### src/rgbpi_pkg.sv
// ----------------------------------------------------------------------------
// rgbpi_pkg: shared types and constants for the RGB555 palette index search
// Holds the palette size, field widths, command codes and the record that
// travels from cell to cell along the search chain.
// ----------------------------------------------------------------------------
package rgbpi_pkg;

  // Number of palette slots, one cell per slot.
  localparam int PALETTE_ENTRIES = 256;

  // Field widths fixed by the interface.
  localparam int IDX_W   = 8;
  localparam int CH_W    = 8;
  localparam int SQ_W    = 2 * CH_W;
  // Largest squared distance is 3*255*255 = 195075, which fits in 18 bits.
  localparam int DIST_W  = SQ_W + 2;
  localparam int COLOR_W = 15;
  localparam int Q_W     = 5;

  // Starting best distance; larger than any real distance.
  localparam logic [DIST_W-1:0] DIST_INIT = '1;

  // Request commands.
  typedef enum logic {
    CMD_WRITE = 1'b0,
    CMD_QUERY = 1'b1
  } cmd_t;

  // Request contents. For a query the colour fields carry the widened
  // query colour; for a write they carry the new palette entry.
  typedef struct packed {
    cmd_t             cmd;
    logic [IDX_W-1:0] slot;
    logic [CH_W-1:0]  red;
    logic [CH_W-1:0]  green;
    logic [CH_W-1:0]  blue;
  } item_t;

  // Record handed from one cell to the next.
  typedef struct packed {
    logic              valid;
    item_t             item;
    logic [DIST_W-1:0] best_dist;
    logic [IDX_W-1:0]  best_idx;
  } link_t;

endpackage

### src/rgbpi_cell.sv
// ----------------------------------------------------------------------------
// rgbpi_cell: one palette slot of the search chain
// Stores one palette colour. A write request for this slot updates it; a
// query request picks up this slot if it is strictly nearer than the best
// seen so far. Two register stages: squares, then sum and compare.
// ----------------------------------------------------------------------------
module rgbpi_cell
  import rgbpi_pkg::*;
(
  input  logic             clk,
  input  logic             rst,
  input  logic             advance,
  input  logic [IDX_W-1:0] cell_index,
  input  link_t            link_in,
  output link_t            link_out
);

  function automatic logic [SQ_W-1:0] sq_diff(input logic [CH_W-1:0] a,
                                              input logic [CH_W-1:0] b);
    logic [CH_W-1:0] d;
    d = (a > b) ? (a - b) : (b - a);
    return SQ_W'(d) * SQ_W'(d);
  endfunction

  // Stored palette colour.
  logic [CH_W-1:0] entry_red;
  logic [CH_W-1:0] entry_green;
  logic [CH_W-1:0] entry_blue;

  // First stage: squared channel differences and the passing record.
  logic              a_valid;
  item_t             a_item;
  logic [DIST_W-1:0] a_best_dist;
  logic [IDX_W-1:0]  a_best_idx;
  logic [SQ_W-1:0]   sq_red;
  logic [SQ_W-1:0]   sq_green;
  logic [SQ_W-1:0]   sq_blue;

  // Second stage: the record handed to the next cell.
  logic              q_valid;
  item_t             q_item;
  logic [DIST_W-1:0] q_best_dist;
  logic [IDX_W-1:0]  q_best_idx;

  logic              write_hit;
  logic [DIST_W-1:0] sum_sq;
  logic              nearer;

  assign write_hit = link_in.valid && (link_in.item.cmd == CMD_WRITE) &&
                     (link_in.item.slot == cell_index);

  // Sum of squares and strict comparison, so ties keep the lower slot.
  assign sum_sq = DIST_W'(sq_red) + DIST_W'(sq_green) + DIST_W'(sq_blue);
  assign nearer = (a_item.cmd == CMD_QUERY) && (sum_sq < a_best_dist);

  // Control state and the stored colour.
  always_ff @(posedge clk) begin
    if (rst) begin
      entry_red   <= '0;
      entry_green <= '0;
      entry_blue  <= '0;
      a_valid     <= 1'b0;
      q_valid     <= 1'b0;
    end else if (advance) begin
      if (write_hit) begin
        entry_red   <= link_in.item.red;
        entry_green <= link_in.item.green;
        entry_blue  <= link_in.item.blue;
      end
      a_valid <= link_in.valid;
      q_valid <= a_valid;
    end
  end

  // Payload of both stages.
  always_ff @(posedge clk) begin
    if (advance) begin
      a_item      <= link_in.item;
      a_best_dist <= link_in.best_dist;
      a_best_idx  <= link_in.best_idx;
      sq_red      <= sq_diff(link_in.item.red, entry_red);
      sq_green    <= sq_diff(link_in.item.green, entry_green);
      sq_blue     <= sq_diff(link_in.item.blue, entry_blue);

      q_item <= a_item;
      if (nearer) begin
        q_best_dist <= sum_sq;
        q_best_idx  <= cell_index;
      end else begin
        q_best_dist <= a_best_dist;
        q_best_idx  <= a_best_idx;
      end
    end
  end

  assign link_out.valid     = q_valid;
  assign link_out.item      = q_item;
  assign link_out.best_dist = q_best_dist;
  assign link_out.best_idx  = q_best_idx;

endmodule
### config.mk
export PLATFORM = sky130hd
export DESIGN_NAME = rgbpi_cell
export DESIGN_NICKNAME = d
export VERILOG_FILES = /design/src/rgbpi_pkg.sv /design/src/rgbpi_cell.sv
export SDC_FILE = /design/constraint.sdc
export NUM_CORES = 1
export LEC_CHECK = 0
export BUFFER_PORTS_ARGS = -buffer_cell sky130_fd_sc_hd__clkbuf_2
export CORE_MARGIN = 2
export CORE_UTILIZATION = 59
export CTS_CLUSTER_SIZE = 16
export DETAILED_ROUTE_END_ITERATION = 7
export GPL_TIMING_DRIVEN = 0
export PLACE_DENSITY = 0.88
export REMOVE_ABC_BUFFERS = 1
export SYNTH_ARGS = -nofsm -noshare
export SYNTH_HDL_FRONTEND = slang
export SYNTH_SLANG_ARGS = --single-unit
### constraint.sdc
create_clock -name clk -period 15.4 [get_ports clk]
set_clock_uncertainty 0.05 [all_clocks]
set_input_delay 3.08 -clock clk [delete_from_list [all_inputs] [get_ports clk]]
set_output_delay 3.08 -clock clk [all_outputs]
set_load 0.005 [all_outputs]
== Word level (Yosys, flattened, before mapping) ==
Index checks and enable logic that the tools add are counted.
Storage, ports and cells
  flip-flop bits (word level): 192
  input bits: 71
  output and inout port bits: 60
  word-level logic and storage cells: 48
Cells by class
  $add $sub $neg: 8
  multipliers: 3
  magnitude comparators: 4
  equality and inequality tests: 1
  muxes and demuxes: 5
  bitwise logic cells: 1
  reductions and logical operators: 4
Operator list (count)
  $mul 8x8->16: 3
  $sub 8x8->8: 6
  $mux 8: 4
  $gt 8x8->1: 3
  $add 17x16->18: 1
  $lt 18x18->1: 1
  $mux 18: 1
  $add 16x16->17: 1
  $eq 8x8->1: 1
  $logic_and 1x1->1: 3
  $reduce_and 2->1: 1
  $not 1->1: 1

== Depth between registers and ports, before layout ==
  word-level depth: 5
  mapped depth: 28
  mapped depth without buffers: 28

== Worst setup path after synthesis ==
Ideal clock, no wire load.
  path kind: in2reg
  start point: input link_in[34] (netlist name)
  end point: register sq_green[15], data pin
  setup time: 0.264 ns
  arrival time: 8.928 ns
  required time: 15.086 ns
  setup slack: 6.158 ns
  cell stages on the path: 27
  path buffers: 0
  cells stage by stage: inv_1 -> ha_1 -> inv_1 -> fa_1 -> a211oi_1 -> o211ai_2 -> o211ai_4 -> mux2i_1 -> o31ai_1 -> a21boi_1 -> mux2_4 -> or2_1 -> fa_1 -> inv_1 -> fa_1 -> fa_1 -> inv_1 -> fa_1 -> inv_1 -> ha_1 -> or3_1 -> o211ai_1 -> nand3_1 -> o21ai_0 -> nand2b_1 -> a21oi_1 -> xor2_1
On the way
  longest elaborated chain between the ends: 3
  elaborated cells between the ends (all ways): 5
  classes of those cells: 2 x add/sub; 1 x mul; 1 x order compare; 1 x mux
Ends and longest elaborated chain
  start: declaration: RTL line rgbpi_cell.sv:14  | input link_t link_in,
  $sub 8x8->8 / $gt 8x8->1 (equally long branches): RTL line rgbpi_cell.sv:21  | d = (a > b) ? (a - b) : (b - a);
  $mux 8 *: RTL line rgbpi_cell.sv:21
  $mul 8x8->16 *: RTL line rgbpi_cell.sv:22  | return SQ_W'(d) * SQ_W'(d);
  end signal: assignment: RTL line rgbpi_cell.sv:82  | sq_green <= sq_diff(link_in.item.green, entry_green);
  end: declaration: RTL line rgbpi_cell.sv:36  | logic [SQ_W-1:0] sq_green;
Every way passes the cells marked *; elsewhere a longest branch is shown, timed or not.
A chain may end at the register's enable or synchronous reset.

== Final worst setup path ==
Ends and elaborated chain as after synthesis.

==> impl_metrics.env <==
export IMPL_postPlaceCellArea_mm2=0.0154
export IMPL_grt_max_degree=89
export IMPL_comb_power_share_pct=65.8
export IMPL_finalCriticalPeriod_ns=9.54
export IMPL_overflow=0
export IMPL_dr_pass1_iters=5
export IMPL_rr_endpoint="sq_green[15]"
export IMPL_power_frac_seq_pct=21.9
export IMPL_synthTopCellsByArea="edfxtp_1 (34%), ha_1 (14%), fa_1 (14%), inv_1 (5.9%), dfxtp_1 (3.6%)"
export IMPL_synth_top_family_by_area="adder cells"
export IMPL_reg2regPathDepth=26
export IMPL_synth_fa_ha_area_share_pct=28.0
export IMPL_period_share_pct=61.9
export IMPL_ant_nets=0
export IMPL_grt_pass1_vias=9891
export IMPL_synthSimpleGateAreaFrac_pct=8.03
export IMPL_routed_wl_um=27200
export IMPL_irDropWorstVdd_mv=0.182
export IMPL_stdcell_area_mm2=0.0160
export IMPL_drv_cap=0
export IMPL_hold_slack_ns=0.367
export IMPL_synth_top_area_cell="edfxtp_1"
export IMPL_cts_tree="yes"
export IMPL_slowest_delay_ns=0.55
export IMPL_slowest_stage="fa_1"
export IMPL_wl_per_cell_um=15.4
export IMPL_place_inst=1732
export IMPL_nFillCells=1805
export IMPL_worstSetupStartpointType="input pin"
export IMPL_cp_top_family="adder cells"
export IMPL_cp_max_fo=9
export IMPL_min_to="link_out[44]"
export IMPL_tns_ns=0
export IMPL_path_buf_inv=6
export IMPL_place_port_buffers=130
export IMPL_num_vias=9509
export IMPL_syn_cell_area_mm2=0.0143
export IMPL_antenna_found_initial=0
export IMPL_async_flop_share_pct=0
export IMPL_crit_type="in2reg"
export IMPL_dieArea_mm2=0.0256
export IMPL_hold_viol_final=0
export IMPL_ff2ff_setup_slack_ns=8.30
export IMPL_slew_headroom_pct=28.5
export IMPL_drv_slew=0
export IMPL_seq_area_frac_synth_pct=37.7
export IMPL_synth_most_common_cell="inv_1"
export IMPL_yosysWarnings=0
export IMPL_synth_main_ff_cell="edfxtp_1"
export IMPL_drt_initial_drc_count=659
export IMPL_cts_made_buffers=17
export IMPL_numClockSinks=189
export IMPL_hp_class="reg2reg"
export IMPL_grt_first_pass_wirelength_um=45800
export IMPL_synthTopCellsByCount="inv_1 (227), ha_1 (166), edfxtp_1 (163)"
export IMPL_synth_area_per_cell_um2=11.1
export IMPL_cts_root_buf="clkbuf_16"
export IMPL_cp_data_required_time_ns=15.53
export IMPL_clk_latency_ns=0.45
export IMPL_swShare_pct=43.7
export IMPL_p_leak_nw=7.58
export IMPL_route_detailed_drc=0
export IMPL_floorplan_initialDensity_pct=59.5
export IMPL_pin_count=131
export IMPL_internal_power_w=0.00212
export IMPL_gp_congestion=0.893
export IMPL_grt_setup_unrepaired="false"
export IMPL_ys_ff_latch=189
export IMPL_fin_total_pwr_w=0.00376
export IMPL_die_y_um=160
export IMPL_track_usage_pct=22.0
export IMPL_post_cts_setup_buffers=0
export IMPL_synth_compound_area_share_pct=9.21
export IMPL_synthDistinctLibCells=68
export IMPL_core_area_mm2=0.0241
export IMPL_layout_drive_gt1_share_pct=16.5
export IMPL_power_density_mw_per_mm2=235
export IMPL_hp_start="a_item[18]"
export IMPL_setup_viol=0
export IMPL_fin_nets=1761
export IMPL_switching_power_w=0.00164
export IMPL_synth_area_mux_share_pct=3.99
export IMPL_htreeDepth=4
export IMPL_worst_pin_slew_ns=1.04
export IMPL_status="finished clean"
export IMPL_ctsHoldBuffers=0
export IMPL_syn_inst=1298
export IMPL_hold_depth=0
export IMPL_yosys_area_top_type_share_pct=34.1
export IMPL_post_drt_via_cell_ratio=5.39
export IMPL_synth_enable_flop_cells=163
export IMPL_syn_to_final_growth_pct=11.6
export IMPL_antenna_cells=0
export IMPL_r2r_start="entry_green[0]"
export IMPL_dp_hpwl_um=20700
export IMPL_synth_xor_xnor_area_share_pct=6.07
export IMPL_fmax_mhz=105
export IMPL_clkPwrFrac_pct=12.2
export IMPL_cts_reportedPaths_clkPinSlew_ns=0.09
export IMPL_critPathArrivalTime_ns=9.67
export IMPL_cp_end_kind="flop"
export IMPL_fp_dieW_um=160
export IMPL_fin_cells=1764
export IMPL_ctsResizeCount=0
export IMPL_cts_path_max_buffers=2
export IMPL_rows=57
[how the worst max path moves through the flow]
stage | cells past startpoint | end | from
after CTS | 28 | sq_green[15] | link_in[34]
after detailed placement | 28 | sq_green[15] | link_in[34]
final | 28 | sq_green[15] | link_in[34]
after global routing | 28 | sq_green[15] | link_in[34]
after global placement | 28 | sq_green[15] | link_in[34]
after floorplan | 27 | sq_green[15] | link_in[34]
[worst register-to-register path, cell delays in order (launching register included)]
cell and delay (ns):
dfxtp_1 0.36, ha_1 0.19, inv_1 0.06, fa_1 0.42
a211oi_1 0.35, o211ai_2 0.16, o211ai_4 0.22, mux2i_1 0.37
o31ai_1 0.13, a21boi_1 0.23, mux2_4 0.36, or2_1 0.27
fa_1 0.55, inv_1 0.07, fa_1 0.50, fa_1 0.54
inv_1 0.05, fa_1 0.52, inv_1 0.04, ha_1 0.23
or3_1 0.35, o211ai_1 0.19, nand3_1 0.12, o21ai_0 0.17
nand2b_1 0.07, a21oi_1 0.17, xor2_1 0.09
[power groups by stage]
stage	sequential, W	clock, W	combinational (W)
final	0.000825	0.000460	0.00247
after global routing	0.000838	0.000487	0.00280
after CTS	0.000827	0.000466	0.00247
after detailed placement	0.000838	0	0.00242
after global placement	0.000834	0	0.00226
after floorplan	0.000828	0	0.00187
[cell type report]
cell class | count | area, um2 | area share [%]
multi-input cells | 854 | 7950 | 49.7
flip-flops and latches | 189 | 5420 | 33.8
inverters | 231 | 867 | 5.42
repair buffers | 134 | 744 | 4.65
clock buffers | 17 | 425 | 2.66
well taps | 324 | 405 | 2.53
clock inverters | 15 | 201 | 1.26
[routing by layer]
metal  track usage [%]  vias to the layer above  share of wire, %
met4              7.62                        0               2.2
li1                  -                     4596                 -
met3              3.79                       42               4.2
met2              39.7                      256                52
met1              26.8                     4615                42
met5                 0                        -                 0
[per-stage QoR]
step | worst slack [ns] | util [%]
after detailed placement | 5.49 | 63.8
final | 5.86 | 66.4
after floorplan | 6.16 | -
after CTS | 5.91 | 66.4
after global routing | 5.61 | 66.4
after global placement | 5.66 | 63.4
[cell families (layout without fill, tap and decap cells)]
group                    Yosys count  in the layout
adder cells (fa/ha/maj)          263            263
buffers and inverters            256            397
AND/OR/NAND/NOR                  246            246
AO/OA/AOI/OAI                    199            199
flip-flops                       189            189
XOR/XNOR                          90             90
multiplexers                      53             53
other                              2              3
[flip-flops by register name (all words and copies together), names as in the netlist]
signal / count
entry_red: 8
q_best_dist: 18
entry_blue: 8
a_best_dist: 18
a_item: 33
sq_blue: 15
entry_green: 8
a_best_idx: 8
sq_green: 15
link_out: 33
q_best_idx: 8
q_valid: 1
a_valid: 1
sq_red: 15
[layout by cell type, fill, tap and decap left out, types with 10 or more instances in the layout]
master | Yosys | layout
inv_1 | 227 | 227
ha_1 | 166 | 166
edfxtp_1 | 163 | 163
nor2_1 | 136 | 136
clkbuf_2 | 1 | 129
fa_1 | 97 | 97
a21oi_1 | 79 | 79
xnor2_1 | 58 | 58
a21o_1 | 35 | 35
nand2_1 | 26 | 26
dfxtp_1 | 26 | 26
mux2_2 | 25 | 25
mux2i_1 | 24 | 24
xor2_1 | 21 | 21
o21ai_0 | 19 | 19
clkbuf_16 | 0 | 17
nor3_1 | 12 | 12
or2_2 | 11 | 11
o21bai_1 | 10 | 10
Note: power is estimated with default switching activity, not from simulation.
